`src/rtl/tet_pkg.sv`:
```
package tet_pkg;

  localparam int unsigned EVENT_SLOTS_DEF   = 8;
  localparam int unsigned CHANNEL_COUNT_DEF = 4;
  localparam int unsigned MAX_RESULTS       = 8;

  localparam int unsigned HOUR_W     = 5;
  localparam int unsigned MINUTE_W   = 6;
  localparam int unsigned SECOND_W   = 6;
  localparam int unsigned CHAN_W     = 8;
  localparam int unsigned LEVEL_W    = 8;
  localparam int unsigned KIND_W     = 2;
  localparam int unsigned SLOT_IDX_W = 3;
  localparam int unsigned CNT_W      = $clog2(MAX_RESULTS + 1);

  typedef enum logic [KIND_W-1:0] {
    KIND_INSERTED = 2'd0,
    KIND_FULL     = 2'd1,
    KIND_WRITE    = 2'd2,
    KIND_NONE     = 2'd3
  } kind_e;

  typedef enum logic {
    OP_INSERT = 1'b0,
    OP_TICK   = 1'b1
  } op_e;

  typedef struct packed {
    logic                operation;
    logic [HOUR_W-1:0]   hour_value;
    logic [MINUTE_W-1:0] minute_value;
    logic [SECOND_W-1:0] second_value;
    logic [CHAN_W-1:0]   channel_index;
    logic [LEVEL_W-1:0]  level_value;
  } in_word_t;

  typedef struct packed {
    kind_e                 result_kind;
    logic [SLOT_IDX_W-1:0] slot_index;
    logic [CHAN_W-1:0]     out_channel;
    logic [LEVEL_W-1:0]    out_level;
    logic                  last_result;
  } out_word_t;

  typedef struct packed {
    logic [HOUR_W-1:0]   hour;
    logic [MINUTE_W-1:0] minute;
    logic [CHAN_W-1:0]   channel;
    logic [LEVEL_W-1:0]  level;
  } entry_t;

  typedef struct packed {
    logic  capture;
    logic  idx_step;
    logic  mem_write;
    logic  pend_load;
    logic  pend_clear;
    logic  out_load;
    kind_e out_kind;
    logic  out_last;
  } cmd_t;

  typedef struct packed {
    logic is_tick;
    logic cur_free;
    logic cur_match;
    logic idx_end;
    logic pend_valid;
    logic out_free;
  } sts_t;

endpackage

```
`src/rtl/tet_in_if.sv`:
```
interface tet_in_if;
  logic                            valid;
  logic                            ready;
  logic                            operation;
  logic [tet_pkg::HOUR_W-1:0]      hour_value;
  logic [tet_pkg::MINUTE_W-1:0]    minute_value;
  logic [tet_pkg::SECOND_W-1:0]    second_value;
  logic [tet_pkg::CHAN_W-1:0]      channel_index;
  logic [tet_pkg::LEVEL_W-1:0]     level_value;

  modport source (
    output valid, operation, hour_value, minute_value, second_value,
           channel_index, level_value,
    input  ready
  );

  modport sink (
    input  valid, operation, hour_value, minute_value, second_value,
           channel_index, level_value,
    output ready
  );
endinterface

```
`src/rtl/tet_out_if.sv`:
```
interface tet_out_if;
  logic                             valid;
  logic                             ready;
  logic [tet_pkg::KIND_W-1:0]       result_kind;
  logic [tet_pkg::SLOT_IDX_W-1:0]   slot_index;
  logic [tet_pkg::CHAN_W-1:0]       out_channel;
  logic [tet_pkg::LEVEL_W-1:0]      out_level;
  logic                             last_result;

  modport source (
    output valid, result_kind, slot_index, out_channel, out_level, last_result,
    input  ready
  );

  modport sink (
    input  valid, result_kind, slot_index, out_channel, out_level, last_result,
    output ready
  );
endinterface

```
`src/rtl/tet_ctrl.sv`:
```
module tet_ctrl (
  input  logic          clk_i,
  input  logic          rst_ni,
  input  logic          in_valid_i,
  output logic          in_ready_o,
  input  tet_pkg::sts_t sts_i,
  output tet_pkg::cmd_t cmd_o
);

  typedef enum logic [1:0] {
    ST_IDLE,
    ST_WALK,
    ST_FINISH
  } state_e;

  state_e state_q, state_d;
  logic   in_ready_q;

  always_comb begin
    logic advance;
    advance = 1'b0;
    state_d = state_q;
    cmd_o = '0;
    cmd_o.out_kind = tet_pkg::KIND_NONE;
    unique case (state_q)
      ST_IDLE: begin
        if (in_valid_i) begin
          cmd_o.capture = 1'b1;
          state_d = ST_WALK;
        end
      end
      ST_WALK: begin
        if (!sts_i.is_tick) begin
          if (sts_i.cur_free) begin
            if (sts_i.out_free) begin
              cmd_o.mem_write = 1'b1;
              cmd_o.out_load  = 1'b1;
              cmd_o.out_kind  = tet_pkg::KIND_INSERTED;
              cmd_o.out_last  = 1'b1;
              state_d = ST_IDLE;
            end
          end else if (sts_i.idx_end) begin
            if (sts_i.out_free) begin
              cmd_o.out_load = 1'b1;
              cmd_o.out_kind = tet_pkg::KIND_FULL;
              cmd_o.out_last = 1'b1;
              state_d = ST_IDLE;
            end
          end else begin
            cmd_o.idx_step = 1'b1;
          end
        end else begin
          // a held match goes out only once the next one shows it is not last
          if (sts_i.cur_match && sts_i.pend_valid) begin
            if (sts_i.out_free) begin
              cmd_o.out_load  = 1'b1;
              cmd_o.out_kind  = tet_pkg::KIND_WRITE;
              cmd_o.pend_load = 1'b1;
              advance = 1'b1;
            end
          end else begin
            cmd_o.pend_load = sts_i.cur_match;
            advance = 1'b1;
          end
          if (advance) begin
            if (sts_i.idx_end) begin
              state_d = ST_FINISH;
            end else begin
              cmd_o.idx_step = 1'b1;
            end
          end
        end
      end
      ST_FINISH: begin
        if (sts_i.out_free) begin
          cmd_o.out_load   = 1'b1;
          cmd_o.out_last   = 1'b1;
          cmd_o.out_kind   = sts_i.pend_valid ? tet_pkg::KIND_WRITE : tet_pkg::KIND_NONE;
          cmd_o.pend_clear = 1'b1;
          state_d = ST_IDLE;
        end
      end
      default: begin
        state_d = ST_IDLE;
      end
    endcase
  end

  always_ff @(posedge clk_i or negedge rst_ni) begin
    if (!rst_ni) begin
      state_q    <= ST_IDLE;
      in_ready_q <= 1'b1;
    end else begin
      state_q    <= state_d;
      in_ready_q <= (state_d == ST_IDLE);
    end
  end

  assign in_ready_o = in_ready_q;

endmodule

```
`src/rtl/tet_dp.sv`:
```
module tet_dp #(
  parameter int unsigned EVENT_SLOTS   = tet_pkg::EVENT_SLOTS_DEF,
  parameter int unsigned CHANNEL_COUNT = tet_pkg::CHANNEL_COUNT_DEF
) (
  input  logic               clk_i,
  input  logic               rst_ni,
  input  tet_pkg::cmd_t      cmd_i,
  output tet_pkg::sts_t      sts_o,
  input  tet_pkg::in_word_t  in_word_i,
  output tet_pkg::out_word_t out_word_o,
  output logic               out_valid_o,
  input  logic               out_ready_i
);

  localparam int unsigned SLOT_W = (EVENT_SLOTS > 1) ? $clog2(EVENT_SLOTS) : 1;
  localparam logic [SLOT_W-1:0] LAST_SLOT = SLOT_W'(EVENT_SLOTS - 1);
  localparam logic [tet_pkg::CHAN_W:0] CHAN_LIMIT = (tet_pkg::CHAN_W + 1)'(CHANNEL_COUNT);
  localparam logic [tet_pkg::CNT_W-1:0] CNT_LIMIT = tet_pkg::CNT_W'(tet_pkg::MAX_RESULTS);

  tet_pkg::in_word_t  word_q;
  logic [EVENT_SLOTS-1:0] used_q;
  tet_pkg::entry_t    mem [EVENT_SLOTS];
  tet_pkg::entry_t    rd_q;
  logic [SLOT_W-1:0]  idx_q, idx_d;

  logic                         pend_valid_q;
  logic [SLOT_W-1:0]            pend_slot_q;
  logic [tet_pkg::CHAN_W-1:0]   pend_chan_q;
  logic [tet_pkg::LEVEL_W-1:0]  pend_level_q;
  logic [tet_pkg::CNT_W-1:0]    cnt_q;

  logic               out_valid_q;
  tet_pkg::out_word_t out_q;
  logic               out_free;

  assign out_free = !out_valid_q || out_ready_i;

  always_comb begin
    if (cmd_i.capture) begin
      idx_d = '0;
    end else if (cmd_i.idx_step) begin
      idx_d = idx_q + SLOT_W'(1);
    end else begin
      idx_d = idx_q;
    end
  end

  always_comb begin
    sts_o.is_tick    = (word_q.operation == tet_pkg::OP_TICK);
    sts_o.cur_free   = !used_q[idx_q];
    sts_o.cur_match  = used_q[idx_q]
                       && (rd_q.hour == word_q.hour_value)
                       && (rd_q.minute == word_q.minute_value)
                       && ({1'b0, rd_q.channel} < CHAN_LIMIT)
                       && (word_q.second_value == '0)
                       && (cnt_q < CNT_LIMIT);
    sts_o.idx_end    = (idx_q == LAST_SLOT);
    sts_o.pend_valid = pend_valid_q;
    sts_o.out_free   = out_free;
  end

  // entry store; the read is registered from idx_d, so rd_q holds the entry at idx_q
  always_ff @(posedge clk_i) begin
    if (cmd_i.mem_write) begin
      mem[idx_q] <= '{hour:    word_q.hour_value,
                      minute:  word_q.minute_value,
                      channel: word_q.channel_index,
                      level:   word_q.level_value};
    end
    rd_q <= mem[idx_d];
  end

  always_ff @(posedge clk_i) begin
    if (cmd_i.capture) begin
      word_q <= in_word_i;
    end
    if (cmd_i.pend_load) begin
      pend_slot_q  <= idx_q;
      pend_chan_q  <= rd_q.channel;
      pend_level_q <= rd_q.level;
    end
    if (cmd_i.out_load) begin
      out_q.result_kind <= cmd_i.out_kind;
      out_q.last_result <= cmd_i.out_last;
      case (cmd_i.out_kind)
        tet_pkg::KIND_INSERTED: begin
          out_q.slot_index  <= tet_pkg::SLOT_IDX_W'(idx_q);
          out_q.out_channel <= '0;
          out_q.out_level   <= '0;
        end
        tet_pkg::KIND_WRITE: begin
          out_q.slot_index  <= tet_pkg::SLOT_IDX_W'(pend_slot_q);
          out_q.out_channel <= pend_chan_q;
          out_q.out_level   <= pend_level_q;
        end
        default: begin
          out_q.slot_index  <= '0;
          out_q.out_channel <= '0;
          out_q.out_level   <= '0;
        end
      endcase
    end
  end

  always_ff @(posedge clk_i or negedge rst_ni) begin
    if (!rst_ni) begin
      used_q       <= '0;
      idx_q        <= '0;
      pend_valid_q <= 1'b0;
      cnt_q        <= '0;
      out_valid_q  <= 1'b0;
    end else begin
      idx_q <= idx_d;
      if (cmd_i.mem_write) begin
        used_q[idx_q] <= 1'b1;
      end
      if (cmd_i.capture || cmd_i.pend_clear) begin
        pend_valid_q <= 1'b0;
      end else if (cmd_i.pend_load) begin
        pend_valid_q <= 1'b1;
      end
      if (cmd_i.capture) begin
        cnt_q <= '0;
      end else if (cmd_i.pend_load) begin
        cnt_q <= cnt_q + tet_pkg::CNT_W'(1);
      end
      if (cmd_i.out_load) begin
        out_valid_q <= 1'b1;
      end else if (out_ready_i) begin
        out_valid_q <= 1'b0;
      end
    end
  end

  assign out_word_o  = out_q;
  assign out_valid_o = out_valid_q;

endmodule

```
`src/rtl/timed_event_table.sv`:
```
// channel  modport  word
// in_i     sink     operation, hour, minute, second, channel, level
// out_o    source   kind, slot, channel, level, last
//
// Insert: accept the word, then scan the slots from slot 0 for the first free one.
// Tick: one slot per cycle through the entry read port, unless a result waits on the output register.
// Reset clears all used bits at once; no sweep over the entry store.
// Results sit in an output register; the scan waits only when a result is due
// and that register still holds an unaccepted word.
module timed_event_table #(
  parameter int unsigned EVENT_SLOTS   = tet_pkg::EVENT_SLOTS_DEF,
  parameter int unsigned CHANNEL_COUNT = tet_pkg::CHANNEL_COUNT_DEF
) (
  input  logic      clk_i,
  input  logic      rst_ni,
  tet_in_if.sink    in_i,
  tet_out_if.source out_o
);

  tet_pkg::cmd_t      cmd;
  tet_pkg::sts_t      sts;
  tet_pkg::in_word_t  in_word;
  tet_pkg::out_word_t out_word;
  logic               ready;
  logic               out_valid;

  assign in_word = '{operation:     in_i.operation,
                     hour_value:    in_i.hour_value,
                     minute_value:  in_i.minute_value,
                     second_value:  in_i.second_value,
                     channel_index: in_i.channel_index,
                     level_value:   in_i.level_value};

  assign in_i.ready = ready;

  tet_ctrl u_ctrl (
    .clk_i      (clk_i),
    .rst_ni     (rst_ni),
    .in_valid_i (in_i.valid),
    .in_ready_o (ready),
    .sts_i      (sts),
    .cmd_o      (cmd)
  );

  tet_dp #(
    .EVENT_SLOTS   (EVENT_SLOTS),
    .CHANNEL_COUNT (CHANNEL_COUNT)
  ) u_dp (
    .clk_i       (clk_i),
    .rst_ni      (rst_ni),
    .cmd_i       (cmd),
    .sts_o       (sts),
    .in_word_i   (in_word),
    .out_word_o  (out_word),
    .out_valid_o (out_valid),
    .out_ready_i (out_o.ready)
  );

  assign out_o.valid       = out_valid;
  assign out_o.result_kind = out_word.result_kind;
  assign out_o.slot_index  = out_word.slot_index;
  assign out_o.out_channel = out_word.out_channel;
  assign out_o.out_level   = out_word.out_level;
  assign out_o.last_result = out_word.last_result;

endmodule

```
`src/flat_wrapper.sv`:
```
// flat-port wrapper written by rule: the top's interface ports become plain ports
module timed_event_table_flat 
#(
  parameter int unsigned EVENT_SLOTS   = tet_pkg::EVENT_SLOTS_DEF,
  parameter int unsigned CHANNEL_COUNT = tet_pkg::CHANNEL_COUNT_DEF
)
  (clk_i, rst_ni, in_i_valid, in_i_operation, in_i_hour_value, in_i_minute_value, in_i_second_value, in_i_channel_index, in_i_level_value, in_i_ready, out_o_valid, out_o_result_kind, out_o_slot_index, out_o_out_channel, out_o_out_level, out_o_last_result, out_o_ready);
  tet_in_if in_i_i ();
  tet_out_if out_o_i ();
  input  logic clk_i;
  input  logic rst_ni;
  input wire logic [$bits(in_i_i.valid)-1:0] in_i_valid;
  input wire logic [$bits(in_i_i.operation)-1:0] in_i_operation;
  input wire logic [$bits(in_i_i.hour_value)-1:0] in_i_hour_value;
  input wire logic [$bits(in_i_i.minute_value)-1:0] in_i_minute_value;
  input wire logic [$bits(in_i_i.second_value)-1:0] in_i_second_value;
  input wire logic [$bits(in_i_i.channel_index)-1:0] in_i_channel_index;
  input wire logic [$bits(in_i_i.level_value)-1:0] in_i_level_value;
  output wire logic [$bits(in_i_i.ready)-1:0] in_i_ready;
  output wire logic [$bits(out_o_i.valid)-1:0] out_o_valid;
  output wire logic [$bits(out_o_i.result_kind)-1:0] out_o_result_kind;
  output wire logic [$bits(out_o_i.slot_index)-1:0] out_o_slot_index;
  output wire logic [$bits(out_o_i.out_channel)-1:0] out_o_out_channel;
  output wire logic [$bits(out_o_i.out_level)-1:0] out_o_out_level;
  output wire logic [$bits(out_o_i.last_result)-1:0] out_o_last_result;
  input wire logic [$bits(out_o_i.ready)-1:0] out_o_ready;
  assign in_i_i.valid = in_i_valid;
  assign in_i_i.operation = in_i_operation;
  assign in_i_i.hour_value = in_i_hour_value;
  assign in_i_i.minute_value = in_i_minute_value;
  assign in_i_i.second_value = in_i_second_value;
  assign in_i_i.channel_index = in_i_channel_index;
  assign in_i_i.level_value = in_i_level_value;
  assign in_i_ready = in_i_i.ready;
  assign out_o_valid = out_o_i.valid;
  assign out_o_result_kind = out_o_i.result_kind;
  assign out_o_slot_index = out_o_i.slot_index;
  assign out_o_out_channel = out_o_i.out_channel;
  assign out_o_out_level = out_o_i.out_level;
  assign out_o_last_result = out_o_i.last_result;
  assign out_o_i.ready = out_o_ready;
  timed_event_table #(.EVENT_SLOTS(EVENT_SLOTS), .CHANNEL_COUNT(CHANNEL_COUNT)) u_core (.clk_i(clk_i), .rst_ni(rst_ni), .in_i(in_i_i), .out_o(out_o_i));
endmodule
```
`config.mk`:
```
export PLATFORM = sky130hd
export DESIGN_NAME = timed_event_table_flat
export DESIGN_NICKNAME = d
export VERILOG_FILES = /design/src/rtl/tet_pkg.sv /design/src/rtl/tet_in_if.sv /design/src/rtl/tet_out_if.sv /design/src/rtl/tet_ctrl.sv /design/src/rtl/tet_dp.sv /design/src/rtl/timed_event_table.sv /design/src/flat_wrapper.sv
export SDC_FILE = /design/constraint.sdc
export NUM_CORES = 1
export LEC_CHECK = 0
export BUFFER_PORTS_ARGS = -buffer_cell sky130_fd_sc_hd__buf_2
export CAP_MARGIN = 10
export CORE_AREA = 5 5 224 139
export DETAILED_ROUTE_END_ITERATION = 7
export DIE_AREA = 0 0 229 144
export PLACE_DENSITY_LB_ADDON = 0.2
export SLEW_MARGIN = 30
export SYNTH_ARGS = -nofsm -noshare
export SYNTH_HDL_FRONTEND = slang
export SYNTH_SLANG_ARGS = --single-unit
```
`constraint.sdc`:
```
create_clock -name clk_i -period 4.8 [get_ports clk_i]
set_input_delay 0 -clock clk_i [delete_from_list [all_inputs] [get_ports clk_i]]
set_output_delay 0 -clock clk_i [all_outputs]
set_load 0.02 [all_outputs]
```
# Word-level counts from Yosys, hierarchy flattened
# Memories as Yosys holds them, arrays and structs flattened. A register that Yosys moved wholly into a read port is not among the register bits.
# Index checks and enable logic that the tools add are counted.
# totals
register_bits	95
ramBits	216
wordCells	102
n_memories	1
# op_classes
addsub	2
order_cmp	4
n_eq_ne	6
muxes	50
bitwise	1
reduce_logical	17
# mem_list
name	words	word_bits	read_ports	rd_clocked_by_memory_dff	write_ports	line	source
u_core.u_dp.mem	8	27	1	1	1	tet_dp.sv:22	tet_pkg::entry_t mem [EVENT_SLOTS];
# op_table
cell	n
case mux 19 bit (2 select lines)	1
two-way mux 1 bit	25
two-way mux 4 bit	6
two-way mux 3 bit	6
two-way mux 2 bit	7
less-than comparator 8 x 3 -> 1 bit (second input constant)	1
bitwise OR 8 bit	1
case mux 4 bit (2 select lines)	1
logical AND 1 bit	7
== test 6 bit	1
zero test 2 bit	3
zero test 6 bit	1
case mux 2 bit (3 select lines)	1
nonzero test 2 bit	3
== test 5 bit	1
two-way mux 5 bit	1
adder 4 x 1 -> 4 bit (second input constant)	1
== test 2 bit (second input constant)	2
less-than comparator 3 x 4 -> 1 bit (second input constant)	1
less-than comparator 4 bit (second input constant)	1
adder 3 x 1 -> 3 bit (second input constant)	1
binary-select mux 1 bit (select 3 bit)	1
demux 1 bit (select 3 bit)	1
== test 3 bit (second input constant)	1
other kinds (4)	5

# Logic depth before layout (Yosys ltp)
# logic_depth
depth_word	16
mapped_depth	13
mapped_depth_nobuf	9

# By module
# Synthesis repeated with hierarchy kept, for this count alone.
# hier_totals
cells_unflattened	1019
area_unflattened_um2	14184.9
# modules_own_cells
module	instances	cells_per_inst	area_per_inst_um2	seq_area_each_um2
tet_dp	1	971	13833.3	9704.3
tet_ctrl	1	48	351.6	76.3

# Worst setup path after synthesis
# No wires, ideal clock.
# synth_timing
path_kind	flip-flop to flip-flop
startpoint	register u_core.u_dp.idx_q[1]
endpoint	memory u_core.u_dp.mem[0][0] (netlist name) (enable)
setup_ps	446
arrival_time_ps	3357
setup_slack_ps	996
stages_incl_launch_ff	7
synth_period_minus_slack_ps	3804
cell_sequence	dfrtp_1 -> buf_6 -> or4_1 -> o31a_1 -> nand3_2 -> nand4_1 -> nor3_1
# synth_via
elab_chain_cells	7
# synth_lines
element	line	source
from (decl)	tet_dp.sv:24	logic [SLOT_W-1:0] idx_q, idx_d;
from (signal assigned)	tet_dp.sv:113	idx_q <= idx_d;
binary-select mux 1 bit (select 3 bit)	tet_dp.sv:50	sts_o.cur_free = !used_q[idx_q];
two-way mux 1 bit (implied by the code)	tet_dp.sv:50	
two-way mux 1 bit	tet_ctrl.sv:34	if (sts_i.cur_free) begin
two-way mux 1 bit	tet_ctrl.sv:33	if (!sts_i.is_tick) begin
two-way mux 3 bit	tet_ctrl.sv:25	unique case (state_q)
two-way mux 1 bit	tet_dp.sv:64	if (cmd_i.mem_write) begin
two-way mux 1 bit (implied by the code)	tet_dp.sv:65	mem[idx_q] <= '{hour: word_q.hour_value,
to (decl)	tet_dp.sv:22	
# Parallel ways exist; a longest one is shown, timed or not. The select of a mux whose other input is x is not followed.

# Worst setup path after layout
# layout_timing
startpoint	register u_core.u_dp.rd_q[14] (netlist name)
endpoint	register u_core.u_dp.rd_q[7] (netlist name)
# layout_via
elab_chain_cells	13
# layout_lines
element	line	source
less-than comparator 8 x 3 -> 1 bit	tet_dp.sv:54	&& ({1'b0, rd_q.channel} < CHAN_LIMIT)
logical AND 1 bit	tet_dp.sv:54	
logical AND 1 bit	tet_dp.sv:55	&& (word_q.second_value == '0)
logical AND 1 bit	tet_dp.sv:56	&& (cnt_q < CNT_LIMIT);
logical AND 1 bit	tet_ctrl.sv:54	if (sts_i.cur_match && sts_i.pend_valid) begin
two-way mux 1 bit	tet_ctrl.sv:54	
two-way mux 1 bit	tet_ctrl.sv:33	
two-way mux 1 bit	tet_ctrl.sv:25	
two-way mux 1 bit	tet_ctrl.sv:65	if (advance) begin
two-way mux 1 bit	tet_ctrl.sv:33	
two-way mux 3 bit	tet_ctrl.sv:25	
two-way mux 3 bit	tet_dp.sv:41	end else if (cmd_i.idx_step) begin
two-way mux 3 bit	tet_dp.sv:39	if (cmd_i.capture) begin
# Every way passes these cells. The select of a mux whose other input is x is not followed.
# A chain may end at the register's enable or synchronous reset.

==> impl_results.md <==
* Worst Path Arrival at between 4 and 5 ns
* Area grow syn2layout at 16.37%
* Fmax at 267.3 MHz
* Post-cts gate resize count at 0
* Reg2reg setup slack at ~1.1 ns
* Total Routing Usage GR at between 10% and 20%
* Reg2reg end: u_core.u_dp.rd_q[7]
* Htree depth at 1
* Drt pass-1 iters at 4
* Routed length on met1 at roughly 14000 um
* Area occupied by multi-input gates at between 2000 and 3000 um^2
* RSZ-0062 raised after global routing: false
* First-pass GRT wire length at just over 40000 um
* Endpoints failing setup at 0
* CORE AREA at between 20000 and 30000 um^2
* Post-synthesis sequential area ratio at roughly 77%
* CTS sink cnt at 338
* Clock Latency Late Sink at 0.57 ns
* Synth Flop Type: edfxtp_1
* Avg Synthesized Cell Area at between 15 and 20 um^2
* FFs w/ async S/R, synth at 5.917%
* Fin. Hold Viols at 0
* Min Clock Period, post-route at ~3.7 ns
* Fin crit share at roughly 78%
* Buf+Inv Stages, Crit Path at 1
* Largest area contributor in the netlist: edfxtp_1
* Post-Syn Instances at 720
* Max_slew headroom at 55.16%
* Filler instances at 2333
* Ys Warns at 0
* Post-synth EDFFs at 291
* Total detailed-routing wirelength at roughly 27000 um
* CP cell instances: nor3_1, nand4_1, nor4_1, and3_1, nor3_2, o21ai_4, buf_12, mux2_2, o22ai_1, nor2_1
* Synthesized flop and latch total at roughly 340
* Drt initial violations at between 300 and 400
* Top sig layer: met4
* Register area at just under 10000 um^2
* ANT nets after route at 0
* Element type at the critical path end: flip-flop
* Critical path launch point type: flip-flop
* Detailed Place HPWL at 14550 um
* Outcome: finished clean
* Max rail drop VDD at between 0.0005 and 0.0006 V
* Worst Hold Class: in -> reg
* Final Max Tran Viols at 0
* Initial Utilization at between 40% and 50%
* Worst-Margin Slew at between 0.6 and 0.7 ns
* Avg WL per Cell at approximately 21 um
* Pre-CTS setup slack at between 1 and 1.5 ns
* Grt total ovfl at 0
* Worst setup path end: u_core.u_dp.rd_q[7]
* CTS max path bufs at 3
* Final Instance Area at 14800 um^2
* Number of buffers added on ports at 61
* DR vias at 6496
* Synth Cell Area at about 13000 um^2
* Clk root buf: clkbuf_16
* Delay-heaviest family, CP: simple AND/OR/NAND/NOR gates
* Syn_nets at approximately 770
* Vias per cell at ~5.2
* Top Ports at 62
* Final Wtd Congestion at approximately 0.8
* DIE WIDTH at approximately 230 um
* Worst Setup SP: u_core.u_dp.rd_q[14]
* Hold path startpoint: in_i_channel_index[7]
* Metal2 WL at ~11000 um
* DRC errors left at 0
* N_diodes at 0
* Nets at slightly below 900
* Pwr/cell area at between 500 and 600 nW/um^2
* Reg clk slew, reported paths at around 0.060 ns
* Yosys top cell area share at roughly 70%
* Vias in the first global route at 6705
* Ratio of cells with drive above 1 in the final layout at between 20 and 30%
* Core Rows at 49
* Routed wl met3 at between 1000 and 1500 um
* R2R Path Start: u_core.u_dp.rd_q[14]
* Synth area leaders: edfxtp_1, mux2_2, dfxtp_1, dfrtp_1, mux2_1
* CTS Buf Count at 30
* Final worst setup slack at approximately 1.1 ns
* CP max-delay cell: nor4_1
* Die ar. at between 30000 and 40000 um^2
* Antenna violations before repair at 0
* Critical path depth at 10
* Post-DP Area at roughly 14000 um^2
* Crit Path Max Fanout at around 110
* Distinct cell type count after synthesis at 59
* CTS tree: done
* Clock Skews at about 0.022 ns
* WP data required at 5.24 ns
* Most common library cell in the layout ignoring fill and taps: edfxtp_1
* Tot Pwr at around 0.008 W
* Final setup TNS at 0 ns
* Worst r2r path cells at 10
* Max stage delay on crit path at 0.68 ns
* Most frequent cells in the layout: edfxtp_1, mux2_2, buf_2
* Pin count of the biggest net entering global routing at approximately 110
* WS Path Type: reg -> reg
* Max_cap viols at 0
* Die height at between 100 and 150 um
* Leak at between 5 and 6 nW
==> logic make-up (layout without fill, tap and decap cells) <==
kind of cell / count (synthesis) / count (layout) / synth area share [%]
adder cells (fa/ha/maj): 7 / 7 / 0.6886
multiplexers: 112 / 112 / 10.09
AND/OR/NAND/NOR: 123 / 123 / 5.037
flip-flops: 338 / 338 / 76.90
buffers and inverters: 36 / 179 / 1.613
XOR/XNOR: 14 / 14 / 0.9641
AO/OA/AOI/OAI: 90 / 90 / 4.703
==> cells in the mapped netlist (all sizes together), types with 2 or more instances <==
| master | instances |
|---|---|
| nand3 | 5 |
| mux2 | 106 |
| nor2 | 51 |
| nor2b | 2 |
| and3 | 2 |
| nor4b | 3 |
| dfrtp | 19 |
| buf | 17 |
| o31a | 2 |
| edfxtp | 291 |
| nor4 | 4 |
| a211o | 2 |
| xnor2 | 13 |
| clkbuf | 10 |
| a21oi | 10 |
| ha | 7 |
| nand2b | 3 |
| or2 | 9 |
| nand4 | 5 |
| nor3 | 8 |
| o22ai | 52 |
| a211oi | 5 |
| mux2i | 6 |
| inv | 9 |
| and2 | 17 |
| nand2 | 8 |
| o22a | 2 |
| dfxtp | 27 |
| o21ai | 6 |
==> registers in the layout (all words and copies together), names as in the netlist <==
name / flops
u_core.u_dp.word_q: 33
u_core.u_dp.idx_q: 3
u_core.u_dp.out_word_o: 22
u_core.u_dp.pend_slot_q: 3
u_core.u_ctrl.in_ready_o: 1
u_core.u_dp.sts_o: 1
u_core.u_dp.out_valid_o: 1
u_core.u_dp.used_q: 8
u_core.u_dp.cnt_q: 4
u_core.u_dp.mem: 216
u_core.u_dp.pend_chan_q: 8
u_core.u_ctrl.state_q: 2
u_core.u_dp.pend_valid_q: 1
u_core.u_dp.pend_level_q: 8
u_core.u_dp.rd_q: 27
==> per-layer routing <==
layer / global-route usage [%] / vias to the layer above
met5: 0 / -
met4: 3.636 / 0
met3: 3.591 / 43
met2: 24.64 / 115
met1: 23.82 / 3299
li1: - / 3039
==> report_power, final <==
group,internal (W),leakage (nW),switching [W]
Combinational,0.000916,1.55,0.00117
Sequential,0.00364,3.13,0.000257
Clock,0.00123,0.433,0.00101
Total,0.00578,5.10,0.00244
==> worst reg2reg max path, stage by stage, from the launching register on <==
cell	delay, ns
dfxtp_1	0.40
nor3_1	0.34
nand4_1	0.33
nor4_1	0.68
and3_1	0.39
nor3_2	0.09
o21ai_4	0.17
buf_12	0.43
mux2_2	0.55
o22ai_1	0.15
nor2_1	0.09
==> metrics by stage <==
| stage | util (%) | hold slack [ns] | instances |
|---|---|---|---|
| after global routing | 50.82 | 0.1243 | 1245 |
| after global placement | 46.38 | -0.01002 | 1151 |
| final | 50.82 | 0.1368 | 1245 |
| after detailed placement | 46.38 | 0.002067 | 1151 |
| after CTS | 50.81 | 0.1039 | 1245 |
| after floorplan | - | -0.2956 | 720 |
==> worst min-delay path by stage <==
stage                          endpoint  slack, ns  cells after the start
2_1_floorplan  u_core.u_ctrl.state_q[0]      -0.30                      0
3_3_place_gp       u_core.u_dp.idx_q[1]      -0.01                      1
3_5_place_dp   u_core.u_ctrl.state_q[0]      0.002                      1
4_1_cts          u_core.u_dp.word_q[27]       0.10                      2
5_1_grt          u_core.u_dp.word_q[29]       0.12                      2
6_report         u_core.u_dp.word_q[15]       0.14                      2
==> cell type report <==
cell class	count	share of cell area, %
Inverter	9	0.2283
Clock inverter	10	0.5664
Multi-Input combinational cell	346	18.86
Tap cell	382	3.229
Sequential cell	338	66.08
Timing Repair Buffer	115	5.512
Clock buffer	45	5.520
==> repair_timing <==
| action | in CTS | in global routing |
|---|---|---|
| setup buffers | 0 | 0 |
| hold buffers | 39 | 0 |
| hold endpoints to repair | 58 | 0 |
(Power assumes the default switching activity.)
